### config.mk
export PLATFORM = sky130hd
export DESIGN_NAME = dirty_rect_page_flip_presenter
export DESIGN_NICKNAME = d
export VERILOG_FILES = /design/src/rtl/drpf_pkg.sv /design/src/rtl/drpf_cfg.sv /design/src/rtl/drpf_engine.sv /design/src/rtl/dirty_rect_page_flip_presenter.sv
export SDC_FILE = /design/constraint.sdc
export NUM_CORES = 2
export LEC_CHECK = 0
export BUFFER_PORTS_ARGS = -buffer_cell sky130_fd_sc_hd__buf_2
export CORE_ASPECT_RATIO = 1.1
export CORE_MARGIN = 4
export CORE_UTILIZATION = 56
export DETAILED_ROUTE_END_ITERATION = 10
export GPL_ROUTABILITY_DRIVEN = 0
export HOLD_SLACK_MARGIN = 0.12
export PLACE_DENSITY = 0.74
export SLEW_MARGIN = 20
export SYNTH_ARGS = -nofsm -noshare
export SYNTH_HDL_FRONTEND = slang
export SYNTH_SLANG_ARGS = --single-unit
### constraint.sdc
create_clock -name clk -period 24.4 [get_ports clk]
set_clock_uncertainty 0.15 [all_clocks]
set_input_delay 4.88 -clock clk [delete_from_list [all_inputs] [get_ports clk]]
set_output_delay 4.88 -clock clk [all_outputs]
set_load 0.05 [all_outputs]
### src/rtl/drpf_pkg.sv
`default_nettype none

package drpf_pkg;

  localparam int EDGE_W    = 13;
  localparam int SPAN_W    = 25;
  localparam int PROD_W    = 2 * EDGE_W;
  localparam int CFG_IDX_W = 2;
  localparam int OP_W      = 2;
  localparam int KIND_W    = 2;
  localparam int OUT_BITS  = 4 + 4 * EDGE_W + KIND_W + SPAN_W + 2;
  localparam int OUT_W     = ((OUT_BITS + 7) / 8) * 8;

  // operation codes
  localparam logic [OP_W-1:0] OP_MARK    = 2'd0;
  localparam logic [OP_W-1:0] OP_PRESENT = 2'd1;
  localparam logic [OP_W-1:0] OP_RESET   = 2'd2;

  // flush kinds
  localparam logic [KIND_W-1:0] FLUSH_NONE = 2'd0;
  localparam logic [KIND_W-1:0] FLUSH_RECT = 2'd1;
  localparam logic [KIND_W-1:0] FLUSH_SPAN = 2'd2;

  // register indexes
  localparam logic [CFG_IDX_W-1:0] REG_SCREEN_WIDTH  = 2'd0;
  localparam logic [CFG_IDX_W-1:0] REG_SCREEN_HEIGHT = 2'd1;
  localparam logic [CFG_IDX_W-1:0] REG_LINE_PITCH    = 2'd2;
  localparam logic [CFG_IDX_W-1:0] REG_PAGE_FLIP     = 2'd3;

  localparam logic [EDGE_W-1:0] RST_WIDTH  = 13'd640;
  localparam logic [EDGE_W-1:0] RST_HEIGHT = 13'd480;
  localparam logic [EDGE_W-1:0] RST_PITCH  = 13'd640;
  localparam logic [PROD_W-1:0] RST_FRAME_PIXELS = PROD_W'(640 * 480);

  typedef struct packed {
    logic [EDGE_W-1:0] width;
    logic [EDGE_W-1:0] height;
    logic [EDGE_W-1:0] pitch;
    logic              flip;
    logic [PROD_W-1:0] frame_pixels;
    logic              settling;
  } cfg_t;

  typedef struct packed {
    logic              presented;
    logic              seed_first;
    logic              visible_page;
    logic              draw_page;
    logic [EDGE_W-1:0] box_x1;
    logic [EDGE_W-1:0] box_y1;
    logic [EDGE_W-1:0] box_x2;
    logic [EDGE_W-1:0] box_y2;
    logic [KIND_W-1:0] flush_kind;
    logic [SPAN_W-1:0] flush_span;
    logic              copy_back;
    logic              wait_sync;
  } result_t;

endpackage

`default_nettype wire

### src/rtl/drpf_cfg.sv
`default_nettype none

module drpf_cfg
  import drpf_pkg::*;
(
  input  wire logic                 clk,
  input  wire logic                 rst,
  input  wire logic                 cfg_write,
  input  wire logic [CFG_IDX_W-1:0] cfg_index,
  input  wire logic [EDGE_W-1:0]    cfg_data,
  output cfg_t                      cfg
);

  logic [EDGE_W-1:0] width;
  logic [EDGE_W-1:0] height;
  logic [EDGE_W-1:0] pitch;
  logic              flip;
  logic [PROD_W-1:0] frame_pixels;
  logic              settling;

  always_ff @(posedge clk) begin
    if (rst) begin
      width        <= RST_WIDTH;
      height       <= RST_HEIGHT;
      pitch        <= RST_PITCH;
      flip         <= 1'b0;
      frame_pixels <= RST_FRAME_PIXELS;
      settling     <= 1'b0;
    end else begin
      // frame pixel count is registered from the height and pitch registers, so it follows them in the next cycle
      frame_pixels <= PROD_W'(height * pitch);
      settling     <= cfg_write;
      if (cfg_write) begin
        unique case (cfg_index)
          REG_SCREEN_WIDTH:  width  <= cfg_data;
          REG_SCREEN_HEIGHT: height <= cfg_data;
          REG_LINE_PITCH:    pitch  <= cfg_data;
          REG_PAGE_FLIP:     flip   <= cfg_data[0];
        endcase
      end
    end
  end

  assign cfg.width        = width;
  assign cfg.height       = height;
  assign cfg.pitch        = pitch;
  assign cfg.flip         = flip;
  assign cfg.frame_pixels = frame_pixels;
  assign cfg.settling     = settling;

endmodule

`default_nettype wire

### src/rtl/drpf_engine.sv
`default_nettype none

module drpf_engine
  import drpf_pkg::*;
#(
  parameter int COORD_BITS = 12
) (
  input  wire logic                  clk,
  input  wire logic                  rst,
  input  wire logic                  fire,
  input  wire cfg_t                  cfg,
  input  wire logic [OP_W-1:0]       operation,
  input  wire logic [COORD_BITS-1:0] rect_x,
  input  wire logic [COORD_BITS-1:0] rect_y,
  input  wire logic [COORD_BITS:0]   rect_w,
  input  wire logic [COORD_BITS:0]   rect_h,
  input  wire logic                  cache_on,
  input  wire logic                  sync_request,
  output result_t                    result
);

  localparam int SUM_W = ((COORD_BITS + 2) > (EDGE_W + 1)) ? (COORD_BITS + 2) : (EDGE_W + 1);

  logic              dirty, dirty_next;
  logic [EDGE_W-1:0] left, left_next;
  logic [EDGE_W-1:0] top, top_next;
  logic [EDGE_W-1:0] right, right_next;
  logic [EDGE_W-1:0] bottom, bottom_next;
  logic              front, front_next;
  logic              back, back_next;
  logic              seeded, seeded_next;

  logic [SUM_W-1:0]  x_ext, y_ext, sw_ext, sh_ext, sum_x, sum_y;
  logic [EDGE_W-1:0] clip_x1, clip_y1, clip_x2, clip_y2;
  logic              rect_ok;

  logic [EDGE_W-1:0] bw, bh, bh_less;
  logic [PROD_W-1:0] area, span_prod;
  logic [PROD_W:0]   span_sum;
  logic [PROD_W+1:0] area_x4;

  logic              seed, presented, copy_back, wait_sync;
  logic [KIND_W-1:0] kind;
  logic [SPAN_W-1:0] span;
  logic [EDGE_W-1:0] bx1, by1, bx2, by2;

  // clip the rectangle against the screen
  assign x_ext   = SUM_W'(rect_x);
  assign y_ext   = SUM_W'(rect_y);
  assign sw_ext  = SUM_W'(cfg.width);
  assign sh_ext  = SUM_W'(cfg.height);
  assign sum_x   = x_ext + SUM_W'(rect_w);
  assign sum_y   = y_ext + SUM_W'(rect_h);
  assign clip_x1 = EDGE_W'(x_ext);
  assign clip_y1 = EDGE_W'(y_ext);
  assign clip_x2 = (sum_x > sw_ext) ? cfg.width : EDGE_W'(sum_x);
  assign clip_y2 = (sum_y > sh_ext) ? cfg.height : EDGE_W'(sum_y);
  assign rect_ok = (rect_w != '0) && (rect_h != '0) && (x_ext < sw_ext) && (y_ext < sh_ext);

  // box geometry for a present, taken from the stored box
  assign bw        = (right > left) ? right - left : '0;
  assign bh        = (bottom > top) ? bottom - top : '0;
  assign bh_less   = (bh != '0) ? bh - 1'b1 : '0;
  assign span_prod = bh_less * cfg.pitch;
  assign span_sum  = (PROD_W + 1)'(span_prod) + (PROD_W + 1)'(bw);
  assign area      = bw * bh;
  assign area_x4   = {area, 2'b00};

  always_comb begin
    dirty_next  = dirty;
    left_next   = left;
    top_next    = top;
    right_next  = right;
    bottom_next = bottom;
    front_next  = front;
    back_next   = back;
    seeded_next = seeded;
    seed        = 1'b0;
    presented   = 1'b0;
    copy_back   = 1'b0;
    wait_sync   = 1'b0;
    kind        = FLUSH_NONE;
    span        = '0;

    unique case (operation)
      OP_MARK: begin
        if (cfg.flip && !seeded) begin
          seed        = 1'b1;
          seeded_next = 1'b1;
        end
        if (rect_ok) begin
          dirty_next = 1'b1;
          if (!dirty) begin
            left_next   = clip_x1;
            top_next    = clip_y1;
            right_next  = clip_x2;
            bottom_next = clip_y2;
          end else begin
            if (clip_x1 < left)   left_next   = clip_x1;
            if (clip_y1 < top)    top_next    = clip_y1;
            if (clip_x2 > right)  right_next  = clip_x2;
            if (clip_y2 > bottom) bottom_next = clip_y2;
          end
        end
      end
      OP_RESET: begin
        front_next  = 1'b0;
        back_next   = cfg.flip;
        seeded_next = 1'b1;
        dirty_next  = 1'b0;
        left_next   = '0;
        top_next    = '0;
        right_next  = '0;
        bottom_next = '0;
      end
      default: ;
    endcase

    bx1 = left_next;
    by1 = top_next;
    bx2 = right_next;
    by2 = bottom_next;

    if (operation == OP_PRESENT && dirty) begin
      presented = 1'b1;
      if (!cfg.flip) begin
        if (cache_on) kind = FLUSH_RECT;
      end else begin
        if (cache_on) begin
          kind = FLUSH_SPAN;
          span = span_sum[SPAN_W-1:0];
        end
        wait_sync  = sync_request;
        front_next = back;
        back_next  = ~back;
        // small boxes are copied back, large ones leave the draw page stale
        if (area_x4 < (PROD_W + 2)'(cfg.frame_pixels)) begin
          copy_back   = 1'b1;
          seeded_next = 1'b1;
        end else begin
          seeded_next = 1'b0;
        end
      end
      dirty_next  = 1'b0;
      left_next   = '0;
      top_next    = '0;
      right_next  = '0;
      bottom_next = '0;
    end
  end

  always_ff @(posedge clk) begin
    if (rst) begin
      dirty  <= 1'b0;
      left   <= '0;
      top    <= '0;
      right  <= '0;
      bottom <= '0;
      front  <= 1'b0;
      back   <= 1'b0;
      seeded <= 1'b1;
    end else if (fire) begin
      dirty  <= dirty_next;
      left   <= left_next;
      top    <= top_next;
      right  <= right_next;
      bottom <= bottom_next;
      front  <= front_next;
      back   <= back_next;
      seeded <= seeded_next;
    end
  end

  assign result.presented    = presented;
  assign result.seed_first   = seed;
  assign result.visible_page = cfg.flip & front_next;
  assign result.draw_page    = cfg.flip & back_next;
  assign result.box_x1       = bx1;
  assign result.box_y1       = by1;
  assign result.box_x2       = bx2;
  assign result.box_y2       = by2;
  assign result.flush_kind   = kind;
  assign result.flush_span   = span;
  assign result.copy_back    = copy_back;
  assign result.wait_sync    = wait_sync;

`ifndef ASSERT_OFF
  a_box_ordered: assert property (@(posedge clk) disable iff (rst)
    dirty |-> (right > left) && (bottom > top))
    else $error("dirty box has empty extent");

  a_present_clears: assert property (@(posedge clk) disable iff (rst)
    fire && operation == OP_PRESENT && dirty |=> !dirty)
    else $error("box still dirty after present");

  a_reset_op: assert property (@(posedge clk) disable iff (rst)
    fire && operation == OP_RESET |=> !dirty && seeded && !front)
    else $error("reset operation left page state behind");

  a_seed_only_mark: assert property (@(posedge clk) disable iff (rst)
    fire && seed |=> seeded)
    else $error("seed reported but draw page not seeded");
`endif

endmodule

`default_nettype wire

### src/rtl/dirty_rect_page_flip_presenter.sv
// channel  | dir | handshake          | payload
// s_       | in  | s_tvalid/s_tready  | s_tuser operation, s_tdata rect and present flags
// m_       | out | m_tvalid/m_tready  | m_tdata presentation result
// cfg_     | in  | cfg_write          | cfg_index register, cfg_data value
//
// one item per cycle sustained while results are taken and no configuration write intervenes;
// an accepted item waits in the input register and moves to the output register when it fires
// the box, page and seeding state update as the item moves into the output register
// the cycle after a configuration write no item moves on, while the frame size settles
// rst is synchronous, active high; clears the handshake valids, the engine state and the configuration registers
// a stalled output holds its result; the input register still takes one more item
`default_nettype none

module dirty_rect_page_flip_presenter
  import drpf_pkg::*;
#(
  parameter int COORD_BITS = 12,
  localparam int IN_BITS = 4 * COORD_BITS + 4,
  localparam int IN_W    = ((IN_BITS + 7) / 8) * 8
) (
  input  wire logic                 clk,
  input  wire logic                 rst,
  input  wire logic                 s_tvalid,
  output logic                      s_tready,
  // rect_x, rect_y, rect_w, rect_h, cache_on, sync_request
  input  wire logic [IN_W-1:0]      s_tdata,
  // operation
  input  wire logic [OP_W-1:0]      s_tuser,
  output logic                      m_tvalid,
  input  wire logic                 m_tready,
  // presented, seed_first, visible_page, draw_page, box_x1, box_y1, box_x2, box_y2,
  // flush_kind, flush_span, copy_back, wait_sync
  output logic [OUT_W-1:0]          m_tdata,
  input  wire logic                 cfg_write,
  input  wire logic [CFG_IDX_W-1:0] cfg_index,
  input  wire logic [EDGE_W-1:0]    cfg_data
);

  localparam int CB = COORD_BITS;

  cfg_t    cfg;
  result_t res;

  logic                 in_valid;
  logic [OP_W-1:0]      in_op;
  logic [IN_BITS-1:0]   in_data;
  logic                 fire;
  logic                 take;
  logic                 out_valid;
  logic [OUT_BITS-1:0]  out_data;

  assign fire     = in_valid && !cfg.settling && (!out_valid || m_tready);
  assign s_tready = !in_valid || fire;
  assign take     = s_tvalid && s_tready;

  always_ff @(posedge clk) begin
    if (rst) begin
      in_valid <= 1'b0;
    end else if (take) begin
      in_valid <= 1'b1;
    end else if (fire) begin
      in_valid <= 1'b0;
    end
  end

  always_ff @(posedge clk) begin
    if (take) begin
      in_op   <= s_tuser;
      in_data <= s_tdata[IN_BITS-1:0];
    end
  end

  drpf_cfg u_cfg (
    .clk       (clk),
    .rst       (rst),
    .cfg_write (cfg_write),
    .cfg_index (cfg_index),
    .cfg_data  (cfg_data),
    .cfg       (cfg)
  );

  drpf_engine #(
    .COORD_BITS (COORD_BITS)
  ) u_engine (
    .clk          (clk),
    .rst          (rst),
    .fire         (fire),
    .cfg          (cfg),
    .operation    (in_op),
    .rect_x       (in_data[CB-1:0]),
    .rect_y       (in_data[2*CB-1:CB]),
    .rect_w       (in_data[3*CB:2*CB]),
    .rect_h       (in_data[4*CB+1:3*CB+1]),
    .cache_on     (in_data[4*CB+2]),
    .sync_request (in_data[4*CB+3]),
    .result       (res)
  );

  always_ff @(posedge clk) begin
    if (rst) begin
      out_valid <= 1'b0;
    end else if (fire) begin
      out_valid <= 1'b1;
    end else if (m_tready) begin
      out_valid <= 1'b0;
    end
  end

  always_ff @(posedge clk) begin
    if (fire) begin
      out_data <= {res.wait_sync, res.copy_back, res.flush_span, res.flush_kind,
                   res.box_y2, res.box_x2, res.box_y1, res.box_x1,
                   res.draw_page, res.visible_page, res.seed_first, res.presented};
    end
  end

  assign m_tvalid = out_valid;
  assign m_tdata  = OUT_W'(out_data);

endmodule

`default_nettype wire

# Word level (Yosys, flattened, before mapping)
# Index checks and enable logic that the tools add are counted.
dict set report word_totals {
  out_inout_bits 90
  latch_bits 0
  mem_count 0
  regBits 264
  inputBits 78
  word_cells 129
  mem_bits_rw 0
  rom_bits 0
}
dict set report classes {
  n_mux 48
  n_reduce_logical 29
  add_sub_neg 6
  eq_ne 6
  shifts 0
  mul 3
  magnitude_cmp 11
  bitwise_logic 3
  n_div 0
}
# op count
set op_table {}
lappend op_table {{2-to-1 mux 13 bit} 21}
lappend op_table {{case mux 13 bit (2 select lines)} 4}
lappend op_table {{greater-than comparator 13 bit} 4}
lappend op_table {{< comparator 12 x 13 -> 1 bit} 4}
lappend op_table {{multiplier 13 x 13 -> 26 bit} 2}
lappend op_table {{nonzero test 13 bit} 3}
lappend op_table {{adder 12 x 13 -> 14 bit} 2}
lappend op_table {{greater-than comparator 14 x 13 -> 1 bit} 2}
lappend op_table {{< comparator 28 x 26 -> 1 bit} 1}
lappend op_table {{subtractor 13 bit} 2}
lappend op_table {{adder 25 x 13 -> 25 bit} 1}
lappend op_table {{multiplier 13 x 13 -> 25 bit} 1}
lappend op_table {{2-to-1 mux 1 bit} 19}
lappend op_table {{subtractor 13 x 1 -> 13 bit (second input constant)} 1}
lappend op_table {{AND reduction 2 bit} 5}
lappend op_table {{logical AND 1 bit} 8}
lappend op_table {{equality test 2 bit (second input constant)} 3}
lappend op_table {{AND reduction 3 bit} 2}
lappend op_table {{equality test 2 x 1 -> 1 bit (second input constant)} 2}
lappend op_table {{logical NOT 1 bit} 4}
lappend op_table {{logical NOT 2 bit} 2}
lappend op_table {{2-to-1 mux 2 bit} 2}
lappend op_table {{case mux 1 bit (2 select lines)} 2}
lappend op_table {{nonzero test 2 bit} 2}
lappend op_table {{other kinds (5)} 7}

# Longest topological paths before layout
dict set report depth {
  word_depth 9
  mapped_depth 42
  mapped_depth_nobuf 40
}

# Hierarchy
# Synthesis repeated with hierarchy kept, for this count alone.
dict set report hier_totals {
  hier_cells 3598
  hier_area_um2 32671.3
}
# mod instances seq_area_each_um2 area_per_inst_um2 cells_per_inst
set by_module_without_submodules {}
lappend by_module_without_submodules {drpf_engine 1 1121.1 20427.1 2508}
lappend by_module_without_submodules {drpf_cfg 1 1341.3 7920.1 933}
lappend by_module_without_submodules {dirty_rect_page_flip_presenter 1 4214.0 4324.1 157}

# Least setup slack after synthesis
# No wires, ideal clock.
dict set report synth_timing {
  path_type {input to output}
  start {in m_tready}
  end {out s_tready}
  slack_ns 13.831
  required_ns 19.370
  path_buffers 0
  cell_stages 3
  arrival_time_ns 5.539
  path_cell_list {nand2b_1 nand2b_1 nand2_1}
}
dict set report synth_between {
  elab_chain_cells 3
}
# element line_no
set synth_lines {}
lappend synth_lines {{from (decl)} dirty_rect_page_flip_presenter.sv:30} ;# input wire logic m_tready,
lappend synth_lines {{logical OR 1 bit} dirty_rect_page_flip_presenter.sv:52} ;# assign fire = in_valid && !cfg.settling && (!out_valid || m_tready);
lappend synth_lines {{logical AND 1 bit} dirty_rect_page_flip_presenter.sv:52}
lappend synth_lines {{logical OR 1 bit} dirty_rect_page_flip_presenter.sv:53} ;# assign s_tready = !in_valid || fire;
lappend synth_lines {{to (decl)} dirty_rect_page_flip_presenter.sv:24} ;# output logic s_tready,
# No other way between the ends.

# Final worst setup path
# Ends and elaborated chain as after synthesis.

==> flow_summary.toml <==
[clock_network]
cts-root-buf = "clkbuf_16"
cts_buffer_depth = 3
cts_buffers = 30
cts_hold_buf = 0
cts_setup_buffers = 0
worst_skew_pair.late_latency_ps = 620
clkSinkCount = 264
tritoncts = "built"
post_cts_resized = 0
clkTransAtPathRegs_ps = 60
htree_levels = 1

[setup_path]
worstPathMaxFanout = 7
worstSetupStartpointType = "primary input"
required_ps = 19370
arrival_ps = 5840
reg2regPathDepth = 33
regToRegEndpoint = "u_engine.seeded"
cp_cell_sequence = "buf_2 > nand2b_1 > nand2b_1 > nand2_1 > buf_2"
crit_slowest_cell = "nand2b_1"
crit_type = "primary input to output port"
end_kind = "output port"
regToRegStartpoint = "u_engine.left[1]"
ff2ff_setup_slack_ps = 13910
max_stage_delay_ps = 380

[sta]
setup_violations = 0
tightest_slew_ps = 1110
maxSlewViolCount = 0
setup_slack_ps = 13530
fin_setup_tns_ps = 0
max_freq_mhz = 92.0
fin_crit_sh_pct = 44.5
finalHoldViolations = 0
period_minus_slack_ps = 10870
rsz0062_at_grt = "no"
relSlewSlack_pct = 25.3
whs_ps = 304

[floorplanning]
dieArea_mm2 = 0.0607
initial_core_util_pct = 56.7
die_w_um = 235
io_pins = 168
rows = 91
core-area_mm2 = 0.0561
die_h_um = 258

[routing]
drt_iter0_markers = 1854
first_pass_iters = 5
vias_per_cell = 5.68
drtAntennaViolNets = 0
routed_wl_um = 81800
num_vias = 24790
drc = 0
routedWlPerCell_um = 18.8

[global_route]
grt_max_degree = 70
top_usage_layer = "met2"
antenna_found_initial = 0
grt_use_met1_pct = 33.7
grt_pass1_wl_um = 131000
use_met2_pct = 46.4
first_global_vias = 24816
track_usage_pct = 26.6
grt_use_met3_pct = 3.59
grt.overflow.total = 0

[outcome]
status = "complete, no violations"

[hold_path]
worstHoldPathType = "register to register"
hold_path_startpoint = "u_cfg.pitch[5]"
worstHoldEndpoint = "u_cfg.pitch[5]"
min_path_cells = 2

[synth]
synth-seq-area-share_pct = 21.0
synth-async-reset-ratio_pct = 0
synthesis.area_mm2 = 0.0318
syn_avg_cell_area_um2 = 9.10
yosys_warnings = 0
synth_cells = 3495
synth_top_flop_cell = "edfxtp_1"
ys_ff_latch = 264
synth_cell_type_count = 89
synth_edf_count = 139

[placement]
hpwl_um = 65000
dpl_cell_area_mm2 = 0.0332
post-place-ws_ps = 13540
portBuffers = 160

[cells_and_area]
fill_cells = 4792
area_growth_pct = 7.83
final_cell_mix = "inv_1 (588), nand2_1 (455), ha_1 (399)"
final_core_util_pct = 61.1
final_nets = 4448
design_area_mm2 = 0.0343
n_antenna_cell = 0
drive_gt1_share_pct = 7.85
layout_commonest_cell = "inv_1"

[pwr]
p_per_area_mw_per_mm2 = 41.3
peakVddDrop_v = 0.0000735
p_leak_nw = 16.5

[job]
drv_cap = 0
## final cells by class
cell class                 instances  area (um2)  area share, %
tap                              744         931           2.71
timing repair buffer             190        1030           2.99
clock buffer                      38         846           2.47
sequential                       264        6680           19.5
inverter                         594        2230           6.51
multi-input combinational       2516       22400           65.2
clock inverter                    18         208          0.606
## Yosys cell counts, drive strengths merged, types with 51 or more instances
cell type | instances | area, um2
nand2 | 455 | 1710
edfxtp | 139 | 4170
xnor2 | 58 | 508
fa | 375 | 7510
ha | 399 | 4990
nor2 | 218 | 841
a21o | 58 | 435
inv | 588 | 2210
and2 | 149 | 932
a22o | 51 | 447
a21oi | 152 | 813
o21ai | 101 | 505
clkbuf | 97 | 364
dfxtp | 125 | 2500
## cells by family (layout without fill, tap and decap cells)
family	Yosys count	count (layout)	synth area share [%]
compound gates	567	567	12.2
other cells	1	3	0.0118
xor+xnor	91	91	2.51
flops	264	264	21.0
buf+inv	717	840	8.71
mux	23	23	0.736
simple gates	1058	1058	15.6
fa+ha+maj	774	774	39.3
## registers in the layout (all words and copies together), names as in the netlist, 2 cells and up
register / cells
in_data: 52
in_op: 2
out_data: 85
u_cfg.frame_pixels: 26
u_cfg.height: 13
u_cfg.pitch: 13
u_cfg.width: 13
u_engine.bottom: 13
u_engine.left: 13
u_engine.right: 13
u_engine.top: 13
## worst max-delay path by stage
stage                                start               to
after floorplan                   m_tready         s_tready
after CTS                         m_tready         s_tready
after global routing      u_engine.left[1]  u_engine.seeded
after global placement            m_tready         s_tready
after detailed placement          m_tready         s_tready
final                             m_tready         s_tready
## per-stage QoR
step	instances	power, mW
after floorplan	3497	0.827
after global placement	4308	0.932
after detailed placement	4308	0.940
after CTS	4364	1.42
after global routing	4364	1.49
final	4364	1.42
## where the power goes
part	switching [mW]	internal [mW]
combinational	0.265	0.155
clock	0.203	0.279
sequential	0.0233	0.492
## worst max-delay path, delay by kind of cell
family                 cells  cell delay, ps
buffers and inverters      2             320
and+or+nand+nor            3             640
## per-layer routing
metal	vias up	routed length, um
met4	0	3730
li1	11658	-
met1	12062	33000
met3	187	5280
met2	883	39800
met5	-	0
Note: power is estimated with default switching activity, not from simulation.
